===== src/rtl/tclp_pkg.sv =====
package tclp_pkg;

    // Width of the timer field and of every stamp; all stamp math wraps at this width
    localparam int TimerBits    = 16;
    localparam int TiltBits     = 14;
    localparam int HeadingBits  = 16;
    localparam int PeriodBits   = 16;
    localparam int LedCount     = 8;
    localparam int CfgIdxBits   = 1;
    localparam int CfgDataBits  = 16;

    // Register indexes of the configuration port
    localparam logic [CfgIdxBits-1:0] CfgTiltThreshold = 1'd0;
    localparam logic [CfgIdxBits-1:0] CfgPwmPeriod     = 1'd1;

    // Register reset values
    localparam logic [TiltBits-1:0]   TiltThresholdRst = 14'd500;
    localparam logic [PeriodBits-1:0] PwmPeriodRst     = 16'd80;

    // Tilt band limits
    localparam logic [TiltBits-1:0] TiltBand1 = 14'd1500;
    localparam logic [TiltBits-1:0] TiltBand2 = 14'd3000;
    localparam logic [TiltBits-1:0] TiltBand3 = 14'd4500;
    localparam logic [TiltBits-1:0] TiltBand4 = 14'd6000;
    localparam logic [TiltBits-1:0] TiltBand5 = 14'd7500;

    // Heading limit: at or above this the masks are kept
    localparam logic [HeadingBits-1:0] HeadingLimit = 16'd36000;

    typedef logic [LedCount-1:0] t_led;

    typedef struct packed {
        logic [TimerBits-1:0]   timer_now;
        logic [TiltBits-1:0]    tilt;
        logic [HeadingBits-1:0] heading;
    } t_in_item;

    typedef struct packed {
        t_led led_mask;
        logic led_written;
    } t_out_item;

    // One-hot PWM phase
    typedef enum logic [5:0] {
        PH_INIT   = 6'b000001,
        PH_FAR    = 6'b000010,
        PH_MID    = 6'b000100,
        PH_NEAR   = 6'b001000,
        PH_PERIOD = 6'b010000,
        PH_ALLON  = 6'b100000
    } t_phase;

    // Compass octant of a heading below the limit, rounded to the nearest LED
    function automatic logic [2:0] heading_octant(input logic [HeadingBits-1:0] hdg);
        logic [2:0] oct;
        if (hdg < 16'd2250)       oct = 3'd0;
        else if (hdg < 16'd6750)  oct = 3'd1;
        else if (hdg < 16'd11250) oct = 3'd2;
        else if (hdg < 16'd15750) oct = 3'd3;
        else if (hdg < 16'd20250) oct = 3'd4;
        else if (hdg < 16'd24750) oct = 3'd5;
        else if (hdg < 16'd29250) oct = 3'd6;
        else if (hdg < 16'd33750) oct = 3'd7;
        else                      oct = 3'd0;
        return oct;
    endfunction

    // Single LED bit at an octant position
    function automatic t_led led_bit(input logic [2:0] pos);
        return t_led'(1) << pos;
    endfunction

endpackage


===== src/rtl/tilt_compass_led_pwm.sv =====
// An input transfer reaches its result through the input register and then the result register.
// Throughput: one item per cycle while the output is not stalled; each item gives exactly one result.
// The input side stalls only while the result register is full and the output is stalled.
// Reset (synchronous, active low): phase to initialize, stamps and masks to zero,
// all LEDs off, level limit 500, pwm_period 80; both pipeline registers empty.
module tilt_compass_led_pwm (
    input  logic                               i_clk,
    input  logic                               i_rst_n,
    input  logic                               i_cfg_we,
    input  logic [tclp_pkg::CfgIdxBits-1:0]    i_cfg_idx,
    input  logic [tclp_pkg::CfgDataBits-1:0]   i_cfg_data,
    input  logic                               i_in_valid,
    output logic                               o_in_stall,
    input  tclp_pkg::t_in_item                 i_in_item,
    output logic                               o_out_valid,
    input  logic                               i_out_stall,
    output tclp_pkg::t_out_item                o_out_item
);
    import tclp_pkg::*;

    // Configuration registers
    logic [TiltBits-1:0]   r_level_limit;
    logic [PeriodBits-1:0] r_pwm_period;

    // Pipeline registers
    logic      r_s1_vld;
    t_in_item  r_s1_item;
    logic      r_out_vld;
    t_out_item r_out_item;

    // PWM state
    t_phase               r_phase,            n_phase;
    logic [TimerBits-1:0] r_off_stamp_near,   n_off_stamp_near;
    logic [TimerBits-1:0] r_off_stamp_mid,    n_off_stamp_mid;
    logic [TimerBits-1:0] r_off_stamp_far,    n_off_stamp_far;
    logic [TimerBits-1:0] r_period_end_stamp, n_period_end_stamp;
    t_led                 r_mask_near,        n_mask_near;
    t_led                 r_mask_mid,         n_mask_mid;
    t_led                 r_mask_far,         n_mask_far;
    t_led                 r_shown,            n_shown;
    logic                 n_written;

    logic                 out_free;
    logic                 s1_adv;
    logic                 in_xfer;
    logic [TimerBits-1:0] t_now;
    logic                 is_level;
    logic [5:0]           d_near;
    logic [3:0]           d_mid;
    logic [2:0]           oct;

    // Handshake: result register drains or is empty, stage one moves on
    assign out_free    = !r_out_vld || !i_out_stall;
    assign s1_adv      = r_s1_vld && out_free;
    assign o_in_stall  = r_s1_vld && !out_free;
    assign in_xfer     = i_in_valid && !o_in_stall;
    assign o_out_valid = r_out_vld;
    assign o_out_item  = r_out_item;

    // Configuration writes
    always_ff @(posedge i_clk) begin
        if (!i_rst_n) begin
            r_level_limit <= TiltThresholdRst;
            r_pwm_period  <= PwmPeriodRst;
        end else if (i_cfg_we) begin
            unique case (i_cfg_idx)
                CfgTiltThreshold: r_level_limit <= i_cfg_data[TiltBits-1:0];
                CfgPwmPeriod:     r_pwm_period  <= i_cfg_data[PeriodBits-1:0];
                default: ;
            endcase
        end
    end

    // Tilt band to off-time offsets
    assign t_now    = r_s1_item.timer_now[TimerBits-1:0];
    assign is_level = r_s1_item.tilt < r_level_limit;
    assign oct      = heading_octant(r_s1_item.heading);

    always_comb begin
        priority if (is_level)                     begin d_near = 6'd1;  d_mid = 4'd1;  end
        else if (r_s1_item.tilt < TiltBand1)       begin d_near = 6'd3;  d_mid = 4'd2;  end
        else if (r_s1_item.tilt < TiltBand2)       begin d_near = 6'd6;  d_mid = 4'd2;  end
        else if (r_s1_item.tilt < TiltBand3)       begin d_near = 6'd10; d_mid = 4'd3;  end
        else if (r_s1_item.tilt < TiltBand4)       begin d_near = 6'd20; d_mid = 4'd5;  end
        else if (r_s1_item.tilt < TiltBand5)       begin d_near = 6'd30; d_mid = 4'd8;  end
        else                                       begin d_near = 6'd40; d_mid = 4'd10; end
    end

    // One phase step per item
    always_comb begin
        n_phase            = r_phase;
        n_off_stamp_near   = r_off_stamp_near;
        n_off_stamp_mid    = r_off_stamp_mid;
        n_off_stamp_far    = r_off_stamp_far;
        n_period_end_stamp = r_period_end_stamp;
        n_mask_near        = r_mask_near;
        n_mask_mid         = r_mask_mid;
        n_mask_far         = r_mask_far;
        n_shown            = r_shown;
        n_written          = 1'b0;
        unique case (r_phase)
            PH_INIT: begin
                n_off_stamp_near   = t_now + TimerBits'(d_near);
                n_off_stamp_mid    = t_now + TimerBits'(d_mid);
                n_off_stamp_far    = t_now + TimerBits'(1);
                n_period_end_stamp = t_now + TimerBits'(r_pwm_period);
                n_written          = 1'b1;
                if (is_level) begin
                    n_shown = '1;
                    n_phase = PH_ALLON;
                end else begin
                    if (r_s1_item.heading < HeadingLimit) begin
                        n_mask_near = led_bit(oct);
                        n_mask_mid  = led_bit(oct + 3'd1) | led_bit(oct + 3'd7);
                        n_mask_far  = led_bit(oct + 3'd2) | led_bit(oct + 3'd6);
                    end
                    n_shown = n_mask_near | n_mask_mid | n_mask_far;
                    n_phase = PH_FAR;
                end
            end
            PH_FAR: begin
                if (t_now == r_off_stamp_far) begin
                    n_shown   = r_mask_near | r_mask_mid;
                    n_written = 1'b1;
                    n_phase   = PH_MID;
                end
            end
            PH_MID: begin
                if (t_now == r_off_stamp_mid) begin
                    n_shown   = r_mask_near;
                    n_written = 1'b1;
                    n_phase   = PH_NEAR;
                end
            end
            PH_NEAR: begin
                if (t_now == r_off_stamp_near) begin
                    n_shown   = '0;
                    n_written = 1'b1;
                    n_phase   = (r_period_end_stamp == r_off_stamp_near) ? PH_INIT : PH_PERIOD;
                end
            end
            PH_PERIOD: begin
                if (t_now == r_period_end_stamp) begin
                    n_phase = PH_INIT;
                end
            end
            PH_ALLON: begin
                if (t_now == r_off_stamp_far) begin
                    n_shown   = '0;
                    n_written = 1'b1;
                    n_phase   = PH_PERIOD;
                end
            end
            default: begin
                n_phase = PH_INIT;
            end
        endcase
    end

    // Control: pipeline valids and phase state
    always_ff @(posedge i_clk) begin
        if (!i_rst_n) begin
            r_s1_vld           <= 1'b0;
            r_out_vld          <= 1'b0;
            r_phase            <= PH_INIT;
            r_off_stamp_near   <= '0;
            r_off_stamp_mid    <= '0;
            r_off_stamp_far    <= '0;
            r_period_end_stamp <= '0;
            r_mask_near        <= '0;
            r_mask_mid         <= '0;
            r_mask_far         <= '0;
            r_shown            <= '0;
        end else begin
            if (in_xfer) begin
                r_s1_vld <= 1'b1;
            end else if (s1_adv) begin
                r_s1_vld <= 1'b0;
            end
            if (s1_adv) begin
                r_out_vld          <= 1'b1;
                r_phase            <= n_phase;
                r_off_stamp_near   <= n_off_stamp_near;
                r_off_stamp_mid    <= n_off_stamp_mid;
                r_off_stamp_far    <= n_off_stamp_far;
                r_period_end_stamp <= n_period_end_stamp;
                r_mask_near        <= n_mask_near;
                r_mask_mid         <= n_mask_mid;
                r_mask_far         <= n_mask_far;
                r_shown            <= n_shown;
            end else if (!i_out_stall) begin
                r_out_vld <= 1'b0;
            end
        end
    end

    // Payload: capture input transfer and result
    always_ff @(posedge i_clk) begin
        if (in_xfer) begin
            r_s1_item <= i_in_item;
        end
        if (s1_adv) begin
            r_out_item.led_mask    <= n_shown;
            r_out_item.led_written <= n_written;
        end
    end

endmodule


===== config.mk =====
export PLATFORM = sky130hd
export DESIGN_NAME = tilt_compass_led_pwm
export DESIGN_NICKNAME = d
export VERILOG_FILES = /design/src/rtl/tclp_pkg.sv /design/src/rtl/tilt_compass_led_pwm.sv
export SDC_FILE = /design/constraint.sdc
export NUM_CORES = 1
export LEC_CHECK = 0
export ABC_AREA = 1
export BUFFER_PORTS_ARGS = -buffer_cell sky130_fd_sc_hd__buf_2
export CORE_ASPECT_RATIO = 1.4
export CORE_MARGIN = 3
export CORE_UTILIZATION = 66
export CTS_CLUSTER_SIZE = 16
export DETAILED_ROUTE_END_ITERATION = 10
export PLACE_DENSITY = 0.88
export SYNTH_ARGS = -nofsm -noshare
export SYNTH_HDL_FRONTEND = slang
export SYNTH_SLANG_ARGS = --single-unit
export TNS_END_PERCENT = 30

===== constraint.sdc =====
create_clock -name i_clk -period 5.55 [get_ports i_clk]
set_input_delay 0.555 -clock i_clk [delete_from_list [all_inputs] [get_ports i_clk]]
set_output_delay 0.555 -clock i_clk [all_outputs]
set_load 0.01 [all_outputs]

==> impl_metrics.py <==
metrics = {
    "status": {
        "status": "complete, no violations",
    },
    "sta": {
        "fin_crit_ns": 4.557,
        "rsz0062_at_grt": "false",
        "tightest_slew_ns": 1.017,
        "setup_violations": 0,
        "fin_crit_sh_pct": 82.11,
        "fin_tns_setup_ns": 0,
        "fmax_mhz": 219.4,
        "fin_skew_ns": 0.009141,
        "slew_viol_final": 0,
        "hold_viol_final": 0,
        "max_slew_margin_pct": 32.18,
    },
    "synth": {
        "synth.most_common_cell": "nand2_1",
        "ys_seq_elements": 188,
        "netlist_area_sq_mm": 0.01129,
        "ys_top_cells_by_area": "dfxtp_1, edfxtp_1, nand2_1",
        "synth_top_area_share_pct": 23.75,
        "ys_seq_area_share_pct": 38.11,
        "yosys.area.top_type": "dfxtp_1",
        "synth_cell_types": 55,
        "yosys-top-cells-count": "nand2_1, inv_1, nor2_1",
        "postSynthCellCount": 1500,
        "synth_area_per_cell_sq_um": 7.529,
        "synth-edff-count": 54,
        "async_flop_share_pct": 0,
        "synth_ff_type": "dfxtp_1",
        "yosysWarnings": 0,
        "synth.net_count": 1612,
    },
    "global_route": {
        "grt_pass1_wl_mm": 45.59,
        "grt.total_usage_pct": 30.38,
        "grt_max_degree": 95,
        "grt_overflow": 0,
        "grt_pass1_vias": 9982,
        "antenna_found_initial": 0,
    },
    "clock_network": {
        "cts-root-buf": "clkbuf_16",
        "cts_tree": "yes",
        "clock-sinks": 188,
        "cts_buffers": 17,
        "clk_path_buf_depth": 2,
        "cts_setup_buffers": 0,
        "htreeDepth": 4,
        "clkSlewWorstSetupHoldPaths_ns": 0.07,
        "post_cts_resized": 0,
        "hold_buffers": 0,
        "clk_latency_ns": 0.44,
    },
    "job": {
        "cap_violations": 0,
    },
    "detailed_routing": {
        "routed_wl_mm": 28.09,
        "wl_met3_mm": 1.184,
        "drtPass1Iterations": 6,
        "via_count": 10369,
        "met2WireLength_mm": 14.91,
        "drt_iter0_drc": 971,
        "routed.top_layer": "met4",
        "drc": 0,
        "wl_met1_mm": 10.51,
        "via_per_inst": 5.895,
        "ant_nets": 0,
        "routedWlPerCell_um": 15.97,
    },
    "placement": {
        "dp_hpwl_mm": 19.99,
        "gp_congestion": 0.9478,
        "portBuffers": 77,
        "dp_cells": 1727,
    },
    "worst_setup_path": {
        "path_cells": "ha_1, a21oi_1, o21ai_0, a21oi_1, nand2_1, clkinv_1, a211oi_1, ha_1, a21oi_1, nor2_1, nor2_1, nor2_1, o21ai_0, nor4_1, xor2_1, o21ai_0, inv_1",
        "critPathTopFamily": "compound AO/OA/AOI/OAI gates",
        "path_class": "reg2reg",
        "required_ns": 5.88,
        "worst_setup_path_start_kind": "flip-flop",
        "worst_path_max_delay_cell": "o21ai_0",
        "crit_path_max_fanout": 11,
        "slowest_delay_ns": 0.74,
        "endpoint_kind": "flip-flop",
        "crit_buf_inv": 2,
        "worst_ep_arrival_time_ns": 4.89,
    },
    "pwr": {
        "p_comb_share_pct": 20.6,
        "p_clk_share_pct": 33.6,
        "ir_drop_mv": 0.2423,
        "p_per_area_mw_per_mm2": 291.9,
        "seqPwrFrac_pct": 45.8,
        "p_leak_nw": 5.556,
        "switchingPower_w": 0.001112,
        "netSwitchingFraction_pct": 31.12,
        "p_int_w": 0.002461,
    },
    "cells_and_area": {
        "nFillCells": 1274,
        "antenna_cells": 0,
        "areaGrowthSynthToFinish_pct": 8.409,
        "drive_gt1_share_pct": 11.63,
        "fin_nets": 1655,
        "instances_no_fill": 1759,
    },
    "floorplanning": {
        "io_pins": 79,
        "die_w_um": 116.6,
        "start_util_pct": 67.44,
        "die_h_um": 160.8,
        "coreArea_sq_mm": 0.01675,
        "num_rows": 56,
        "die_area_sq_mm": 0.01874,
    },
    "hold_path": {
        "min_path_type": "in2reg",
    },
}
[logic make-up after synthesis]
logic type,count (synthesis),share of synthesized area (%)
fa+ha+maj,44,5.074
xor+xnor,106,8.221
simple gates,555,21.80
buf+inv,269,9.783
compound gates,338,17.01
flops,188,38.11
[stage by stage]
stage	total power, W	cell area, sq um	utilization, %	hold WS, ns	setup slack [ns]
4_1_cts	0.003571	12240	73.11	0.2771	1.130
2_1_floorplan	0.002187	11290	-	0.4308	2.326
3_3_place_gp	0.002350	11670	69.69	0.4526	1.271
6_report	0.003573	12240	73.11	0.2842	0.9930
3_5_place_dp	0.002380	11670	69.69	0.4595	1.178
5_1_grt	0.003728	12240	73.11	0.2740	0.6692
[power by group through the flow]
stage	Clock, W	Sequential, W	Combinational (W)
after floorplan	0	0.00163	0.000562
after global placement	0	0.00166	0.000692
after detailed placement	0	0.00166	0.000719
after CTS	0.00121	0.00163	0.000728
after global routing	0.00126	0.00165	0.000822
final	0.00120	0.00164	0.000737
[path summary, 6_finish.rpt]
path	endpoint	cells after the start	slack (ns)	start
setup / recovery	r_off_stamp_near[13]$_SDFFE_PN0P_	17	0.99	r_s1_item[27]$_DFFE_PP_
setup reg to reg	r_off_stamp_near[13]$_SDFFE_PN0P_	17	0.99	r_s1_item[27]$_DFFE_PP_
hold / removal	t_now[2]$_DFFE_PP_	1	0.28	i_in_item[32]
hold reg to reg	r_level_limit[1]$_SDFFE_PN0P_	2	0.48	r_level_limit[1]$_SDFFE_PN0P_
[cells in the final DEF, fill, tap and decap left out, types with 11 or more instances in the layout]
cell	instances
nand2_1	229
inv_1	185
nor2_1	162
o21ai_0	139
dfxtp_1	134
a21oi_1	118
buf_2	77
xor2_1	72
nand3_1	63
edfxtp_1	54
ha_1	41
xnor2_1	34
nand4_1	25
nor3_1	22
o211ai_1	18
clkbuf_16	17
inv_2	16
o221ai_1	14
o31ai_1	12
nor4_1	12
nand2_2	11
nor2_2	11
[sequential cells by signal (all words and copies together) (netlist names)]
| name | cells |
|---|---|
| o_out_item | 9 |
| r_off_stamp_mid | 16 |
| r_pwm_period | 16 |
| r_period_end_stamp | 16 |
| r_shown | 8 |
| r_s1_item | 29 |
| r_s1_vld | 1 |
| r_mask_far | 8 |
| r_mask_mid | 8 |
| r_mask_near | 8 |
| o_out_valid | 1 |
| t_now | 16 |
| r_level_limit | 14 |
| r_off_stamp_far | 16 |
| r_off_stamp_near | 16 |
| r_phase | 6 |
[routing by layer]
layer | up-vias | global-route usage (%)
met5 | - | 0
met4 | 0 | 18.36
met3 | 100 | 3.769
met2 | 386 | 54.69
met1 | 4805 | 33.09
li1 | 5078 | -
[cell type report]
cell class	count	area (sq um)	area share, %
well taps	203	254.0	2.075
flip-flops and latches	188	4304	35.16
repair buffers	82	422.9	3.454
multi-input cells	1043	5889	48.10
clock inverters	15	147.6	1.206
inverters	211	799.5	6.530
clock buffers	17	425.4	3.475
(Power assumes the default switching activity.)
